[src/rtl/core/cheb_pkg.sv]
package cheb_pkg;

	localparam int DEF_MAX_ORDER = 63;
	localparam int DEF_FRAC_BITS = 14;

	localparam int ORDER_W  = 7;
	localparam int POINT_W  = 16;
	localparam int TERM_W   = 32;
	localparam int S_DATA_W = 24;
	localparam int M_DATA_W = 32;
	localparam int M_USER_W = 1;

	typedef enum logic [1:0] {
		ST_IDLE,
		ST_MUL,
		ST_ACC,
		ST_DONE
	} state_t;

	typedef struct packed {
		logic signed [TERM_W-1:0] term;
		logic                     sat;
	} step_res_t;

endpackage

[src/rtl/core/cheb_step.sv]
module cheb_step #(
	parameter int FRAC_BITS = cheb_pkg::DEF_FRAC_BITS
) (
	input  logic                                  clk,
	input  logic                                  mul_en,
	input  logic signed [cheb_pkg::POINT_W-1:0]   point,
	input  logic signed [cheb_pkg::TERM_W-1:0]    curr,
	input  logic signed [cheb_pkg::TERM_W-1:0]    prev,
	output cheb_pkg::step_res_t                   res
);
	import cheb_pkg::*;

	localparam int ProdW = POINT_W + TERM_W + 1;
	localparam int PadW  = ProdW - TERM_W + 2;
	localparam logic signed [ProdW-1:0] RoundC = ProdW'(64'd1 << (FRAC_BITS - 1));
	localparam logic signed [ProdW:0] TermMax = {{PadW{1'b0}}, {(TERM_W-1){1'b1}}};
	localparam logic signed [ProdW:0] TermMin = {{PadW{1'b1}}, {(TERM_W-1){1'b0}}};

	logic signed [ProdW-2:0] prod;
	logic signed [ProdW-1:0] prod_q;
	logic signed [ProdW-1:0] rnd;
	logic signed [ProdW-1:0] shifted;
	logic signed [ProdW:0]   diff;
	logic                    hi;
	logic                    lo;

	assign prod = (ProdW-1)'(point) * (ProdW-1)'(curr);

	always_ff @(posedge clk) begin
		if (mul_en) begin
			prod_q <= {prod, 1'b0};
		end
	end

	assign rnd     = prod_q + RoundC;
	assign shifted = rnd >>> FRAC_BITS;
	assign diff    = (ProdW+1)'(shifted) - (ProdW+1)'(prev);
	assign hi      = diff > TermMax;
	assign lo      = diff < TermMin;

	always_comb begin
		res.sat = hi | lo;
		if (hi) begin
			res.term = TermMax[TERM_W-1:0];
		end else if (lo) begin
			res.term = TermMin[TERM_W-1:0];
		end else begin
			res.term = diff[TERM_W-1:0];
		end
	end

endmodule

[src/rtl/core/chebyshev_poly_eval.sv]
// Chebyshev polynomial of the first kind, T_n(x), by the three-term recurrence.
// Each input request carries the degree n and the point x (Q2.14 by default);
// each one yields exactly one output request with T_n(x) (Q18.14) and a flag
// that is set when any step of the recurrence clamped to 32 bits.
// A negative degree gives 0, degree 0 gives 1.0, degree 1 gives x, and a degree
// above MAX_ORDER is treated as MAX_ORDER.
// One shared multiply and round-subtract-clamp unit runs every step; each step
// passes through a multiply state and then an accumulate state.
// A degree below 2 skips the recurrence and goes straight to the result;
// a higher degree n runs n-1 steps.
// The input side is ready only while no request is in progress, so the core
// takes a new request only after it is through with the last one.
// A finished result sits in an output register; the next request is accepted
// while it waits. If the receiver stalls, the following result waits in the
// core until the output register frees up.
// Reset clears the sequencer and the output valid; no request is in progress.
module chebyshev_poly_eval #(
	parameter int MAX_ORDER = cheb_pkg::DEF_MAX_ORDER,
	parameter int FRAC_BITS = cheb_pkg::DEF_FRAC_BITS
) (
	input  logic                             clk,
	input  logic                             arst_n,
	input  logic                             s_axis_tvalid,
	output logic                             s_axis_tready,
	// Fields from bit 0: poly_order[6:0], point[22:7], zero pad [23].
	input  logic [cheb_pkg::S_DATA_W-1:0]    s_axis_tdata,
	output logic                             m_axis_tvalid,
	input  logic                             m_axis_tready,
	// Fields from bit 0: value[31:0].
	output logic [cheb_pkg::M_DATA_W-1:0]    m_axis_tdata,
	// Fields from bit 0: saturated[0].
	output logic [cheb_pkg::M_USER_W-1:0]    m_axis_tuser
);
	import cheb_pkg::*;

	localparam int OrdCap = (MAX_ORDER < 63) ? MAX_ORDER : 63;
	localparam int SW     = $clog2(OrdCap + 1);
	localparam logic [5:0] OrdCapV = 6'(OrdCap);
	localparam logic signed [TERM_W-1:0] OneV = TERM_W'(64'd1 << FRAC_BITS);

	state_t state_q;
	state_t state_d;

	logic                     in_fire;
	logic                     mul_en;
	logic                     load_out;
	logic signed [ORDER_W-1:0] ord;
	logic signed [POINT_W-1:0] pt;
	logic [5:0]               ord_cap;
	logic                     short_ord;

	logic signed [POINT_W-1:0] point_q;
	logic signed [TERM_W-1:0]  prev_q;
	logic signed [TERM_W-1:0]  curr_q;
	logic [SW-1:0]             steps_q;
	logic                      sat_q;
	logic                      m_valid_q;
	logic [M_DATA_W-1:0]       value_q;
	logic [M_USER_W-1:0]       user_q;

	step_res_t res;

	assign ord       = s_axis_tdata[ORDER_W-1:0];
	assign pt        = s_axis_tdata[ORDER_W+POINT_W-1:ORDER_W];
	assign ord_cap   = (ord[5:0] > OrdCapV) ? OrdCapV : ord[5:0];
	assign short_ord = ord[ORDER_W-1] || (ord_cap <= 6'd1);
	assign in_fire   = s_axis_tvalid && s_axis_tready;

	cheb_step #(
		.FRAC_BITS(FRAC_BITS)
	) u_step (
		.clk   (clk),
		.mul_en(mul_en),
		.point (point_q),
		.curr  (curr_q),
		.prev  (prev_q),
		.res   (res)
	);

	always_comb begin
		state_d = state_q;
		case (state_q)
			ST_IDLE: begin
				if (in_fire) begin
					state_d = short_ord ? ST_DONE : ST_MUL;
				end
			end
			ST_MUL: begin
				state_d = ST_ACC;
			end
			ST_ACC: begin
				state_d = (steps_q == SW'(1)) ? ST_DONE : ST_MUL;
			end
			ST_DONE: begin
				if (!m_valid_q || m_axis_tready) begin
					state_d = ST_IDLE;
				end
			end
			default: begin
				state_d = ST_IDLE;
			end
		endcase
	end

	always_comb begin
		s_axis_tready = 1'b0;
		mul_en        = 1'b0;
		load_out      = 1'b0;
		case (state_q)
			ST_IDLE: begin
				s_axis_tready = 1'b1;
			end
			ST_MUL: begin
				mul_en = 1'b1;
			end
			ST_ACC: begin
			end
			ST_DONE: begin
				load_out = !m_valid_q || m_axis_tready;
			end
			default: begin
			end
		endcase
	end

	always_ff @(posedge clk or negedge arst_n) begin
		if (!arst_n) begin
			state_q   <= ST_IDLE;
			m_valid_q <= 1'b0;
		end else begin
			state_q <= state_d;
			if (load_out) begin
				m_valid_q <= 1'b1;
			end else if (m_axis_tready) begin
				m_valid_q <= 1'b0;
			end
		end
	end

	always_ff @(posedge clk) begin
		if (in_fire) begin
			point_q <= pt;
			sat_q   <= 1'b0;
			prev_q  <= OneV;
			steps_q <= SW'(ord_cap - 6'd1);
			if (ord[ORDER_W-1]) begin
				curr_q <= '0;
			end else if (ord_cap == 6'd0) begin
				curr_q <= OneV;
			end else begin
				curr_q <= TERM_W'(pt);
			end
		end else if (state_q == ST_ACC) begin
			prev_q  <= curr_q;
			curr_q  <= res.term;
			sat_q   <= sat_q | res.sat;
			steps_q <= steps_q - SW'(1);
		end
		if (load_out) begin
			value_q <= curr_q;
			user_q  <= M_USER_W'(sat_q);
		end
	end

	assign m_axis_tvalid = m_valid_q;
	assign m_axis_tdata  = value_q;
	assign m_axis_tuser  = user_q;

endmodule

[config.mk]
export PLATFORM = sky130hd
export DESIGN_NAME = chebyshev_poly_eval
export DESIGN_NICKNAME = d
export VERILOG_FILES = /design/src/rtl/core/cheb_pkg.sv /design/src/rtl/core/cheb_step.sv /design/src/rtl/core/chebyshev_poly_eval.sv
export SDC_FILE = /design/constraint.sdc
export NUM_CORES = 2
export LEC_CHECK = 0
export ABC_AREA = 0
export BUFFER_PORTS_ARGS = -buffer_cell sky130_fd_sc_hd__buf_2
export CAP_MARGIN = 20
export CELL_PAD_IN_SITES_DETAIL_PLACEMENT = 2
export CELL_PAD_IN_SITES_GLOBAL_PLACEMENT = 2
export CORE_UTILIZATION = 42
export DETAILED_ROUTE_END_ITERATION = 10
export PLACE_DENSITY = 0.83
export SETUP_SLACK_MARGIN = 0.05
export SYNTH_ARGS = -nofsm -noshare
export SYNTH_HDL_FRONTEND = slang
export SYNTH_SLANG_ARGS = --single-unit
[constraint.sdc]
create_clock -name clk -period 8.8 [get_ports clk]
set_clock_uncertainty 0.2 [all_clocks]
set_input_delay 0 -clock clk [delete_from_list [all_inputs] [get_ports clk]]
set_output_delay 0 -clock clk [all_outputs]
set_load 0.02 [all_outputs]
==> impl_metrics.py <==
metrics = {
    "floorplanning": {
        "num_io_pins": 63,
        "start_util_pct": 42.59,
        "die_x_um": 249.6,
        "die_area_um2": 62310,
        "row_count": 90,
        "die_height_um": 249.6,
        "core_um2": 60470,
    },
    "timing": {
        "finalSetupViolCount": 0,
        "max_freq_ghz": 0.1189,
        "drv_slew": 0,
        "worstMarginPinSlew_ns": 1.224,
        "finalHoldViolCount": 0,
        "rsz0062_at_grt": "false",
        "fin_crit_ns": 8.411,
        "tns_ns": 0,
        "timing.final.crit_share_pct": 95.58,
        "timing.slew.headroom_pct": 18.38,
    },
    "cts": {
        "cts.repair.resized": 0,
        "worstSkewPairLatency_ns": 0.47,
        "cts_buffers": 17,
        "ctsRootBufferMaster": "clkbuf_16",
        "clockBufferDepth": 2,
        "cts_setup_buffers": 0,
        "numClockSinks": 159,
        "h-tree-depth": 4,
        "clk_pin_slew_ns": 0.08,
        "postCtsHoldBufs": 29,
        "tritoncts": "yes",
    },
    "detailed_routing": {
        "finalWirelength_um": 106100,
        "vias": 21100,
        "vias_per_cell": 5.810,
        "wl_per_cell_um": 29.22,
        "first_pass_iters": 7,
        "drc": 0,
        "antenna_left": 0,
        "drt_iter0_markers": 1322,
    },
    "logic_synthesis": {
        "synth_ff_type": "edfxtp_1",
        "synth_cell_types": 75,
        "synth_cells": 2783,
        "synth.avg_cell_area_um2": 9.253,
        "synth-seq-cells": 159,
        "ys_seq_area_share_pct": 17.20,
        "yosysWarnings": 0,
        "netlist_area_um2": 25750,
        "async_flop_share_pct": 1.887,
        "syn-num-nets": 3448,
        "synth-edff-count": 123,
    },
    "finish": {
        "area_growth_pct": 8.323,
        "nets": 3500,
        "stdcell_count": 3632,
        "n_fill_cell": 6432,
        "drive_gt1_share_pct": 5.513,
    },
    "global_route": {
        "antenna_found_initial": 2,
        "track_usage_pct": 35.11,
        "grt_max_degree": 57,
        "grt_first_pass_wirelength_um": 162800,
        "grt.overflow.total": 0,
        "grt_pass1_vias": 25800,
    },
    "placement": {
        "gp_congestion": 0.8749,
        "hpwl_um": 75180,
        "placedCellCount": 3566,
        "portBuffers": 61,
    },
    "setup_path": {
        "path_class": "flip-flop to flip-flop",
        "cp-start-kind": "flip-flop",
        "end_kind": "flip-flop",
        "worstSetupStartpoint": "point_q[15]",
        "cp.arrival_ns": 8.40,
        "required_ns": 8.79,
        "r2r-start": "point_q[15]",
        "crit_fanout": 13,
    },
    "flow_run": {
        "drv_cap": 0,
    },
    "worst_hold_path": {
        "holdCritStartpoint": "s_axis_tdata[7]",
        "hold_class": "primary input to flip-flop",
    },
    "status": {
        "status": "finished, final reports clean",
    },
}
-- cell families after synthesis --
group	count (synthesis)	synth area share (%)
compound gates	293	7.570
buf+inv	716	10.51
fa+ha+maj	637	45.12
mux	3	0.1166
flops	159	17.20
simple gates	865	15.74
xor+xnor	110	3.741
-- registers in the layout, summed over array words and instances (netlist names) --
register / cells
u_step.prod_q: 36
curr_q: 32
m_axis_tdata: 32
prev_q: 32
point_q: 16
steps_q: 6
state_q: 2
m_axis_tuser: 1
m_axis_tvalid: 1
sat_q: 1
-- per-layer routing --
metal  track usage, %  vias to the layer above  part of all wire, %
li1                 -                     8592                    -
met1            36.73                    11100                   34
met2            64.88                      965                   53
met3            6.289                      446                  5.9
met4            21.71                        0                  6.9
met5                0                        -                    0
-- final cells by class --
cell class              count  area (µm²)  area share [%]
clock inverters            13       121.4          0.4351
clock buffers              19       432.9           1.552
multi-input cells        1908       18640           66.82
well taps                 782       978.4           3.508
flip-flops and latches    159        4429           15.88
inverters                 609        2286           8.195
diodes                      2       5.005         0.01794
repair buffers            140        1003           3.597
-- cells in the mapped netlist (4+ instances only) --
cell	n	area share (%)
o21ai_0	47	0.91
dfxtp_1	33	2.6
inv_1	609	8.9
nor3_1	26	0.51
nand3_1	24	0.47
a211oi_1	8	0.23
o21a_1	13	0.38
a21oi_1	92	1.8
o31ai_1	6	0.17
o221ai_1	4	0.14
and3_1	15	0.36
o21bai_1	7	0.20
a221oi_1	5	0.17
nand4_1	15	0.36
fa_1	486	38
a211o_1	4	0.14
clkbuf_1	95	1.4
buf_2	6	0.12
nor2_1	91	1.3
xor2_1	37	1.3
a31oi_1	10	0.24
nor2b_1	14	0.34
edfxtp_1	123	14
a21o_1	23	0.67
a21boi_0	5	0.15
nand2_1	433	6.3
and2_1	213	5.2
o211ai_1	31	0.90
ha_1	151	7.3
xnor2_1	73	2.5
nand2b_1	17	0.41
-- placed cells by master (no fill, tap or decap), drive strengths merged, types with 7 or more instances in the layout --
| master | synthesis | final |
|---|---|---|
| nand4 | 15 | 15 |
| a21oi | 92 | 92 |
| buf | 11 | 110 |
| o21ai | 50 | 50 |
| nand3 | 24 | 24 |
| a31oi | 10 | 10 |
| o211ai | 34 | 34 |
| clkbuf | 96 | 20 |
| edfxtp | 123 | 123 |
| nand2 | 433 | 433 |
| nor2 | 92 | 92 |
| o21a | 13 | 13 |
| inv | 609 | 610 |
| dfxtp | 33 | 33 |
| nand2b | 17 | 17 |
| xnor2 | 73 | 73 |
| and3 | 15 | 15 |
| a211oi | 10 | 10 |
| and2 | 214 | 214 |
| xor2 | 37 | 37 |
| clkinv | 0 | 8 |
| dlygate4sd3 | 0 | 29 |
| o21bai | 7 | 7 |
| fa | 486 | 486 |
| nor2b | 14 | 14 |
| a21o | 23 | 23 |
| nor3 | 26 | 26 |
| ha | 151 | 151 |
-- worst max-delay path, cell delays in order, from the launching register on --
cell	delay, ns
edfxtp_1	0.58
inv_1	0.82
nor2_1	0.18
fa_1	0.58
fa_1	0.56
fa_1	0.55
fa_1	0.56
fa_1	0.64
inv_1	0.11
fa_1	0.56
inv_1	0.06
ha_1	0.38
and3_1	0.28
and2_1	0.20
a221oi_1	0.49
a21boi_1	0.43
a311o_1	0.32
a211o_1	0.23
mux2i_1	0.24
o2111ai_1	0.15
-- stage by stage --
step / setup WS, ns / hold slack (ns) / util [%] / instance area, µm²
3_5_place_dp: 0.8577 / -0.3951 / 44.63 / 26990
4_1_cts: 0.8231 / 0.06192 / 46.03 / 27840
2_1_floorplan: 2.034 / -0.4956 / - / 25750
3_3_place_gp: 1.162 / -0.4004 / 44.63 / 26990
5_1_grt: 0.2425 / 0.06774 / 46.12 / 27890
6_report: 0.3888 / 0.07363 / 46.13 / 27900
-- final timing paths --
| path | end | cells after the start | slack [ns] |
|---|---|---|---|
| worst max-delay path | u_step.prod_q[43] | 19 | 0.39 |
| worst min register to register | m_axis_tuser | 0 | 0.24 |
| min in group asynchronous | state_q[1] | 3 | 0.28 |
| max in group asynchronous | state_q[0] | 3 | 7.96 |
| worst max register to register | u_step.prod_q[43] | 19 | 0.39 |
| worst min-delay path | point_q[0] | 2 | 0.07 |
Power is not shown: default switching activity piles up to over one toggle a cycle in this logic, so the estimate is an artifact.
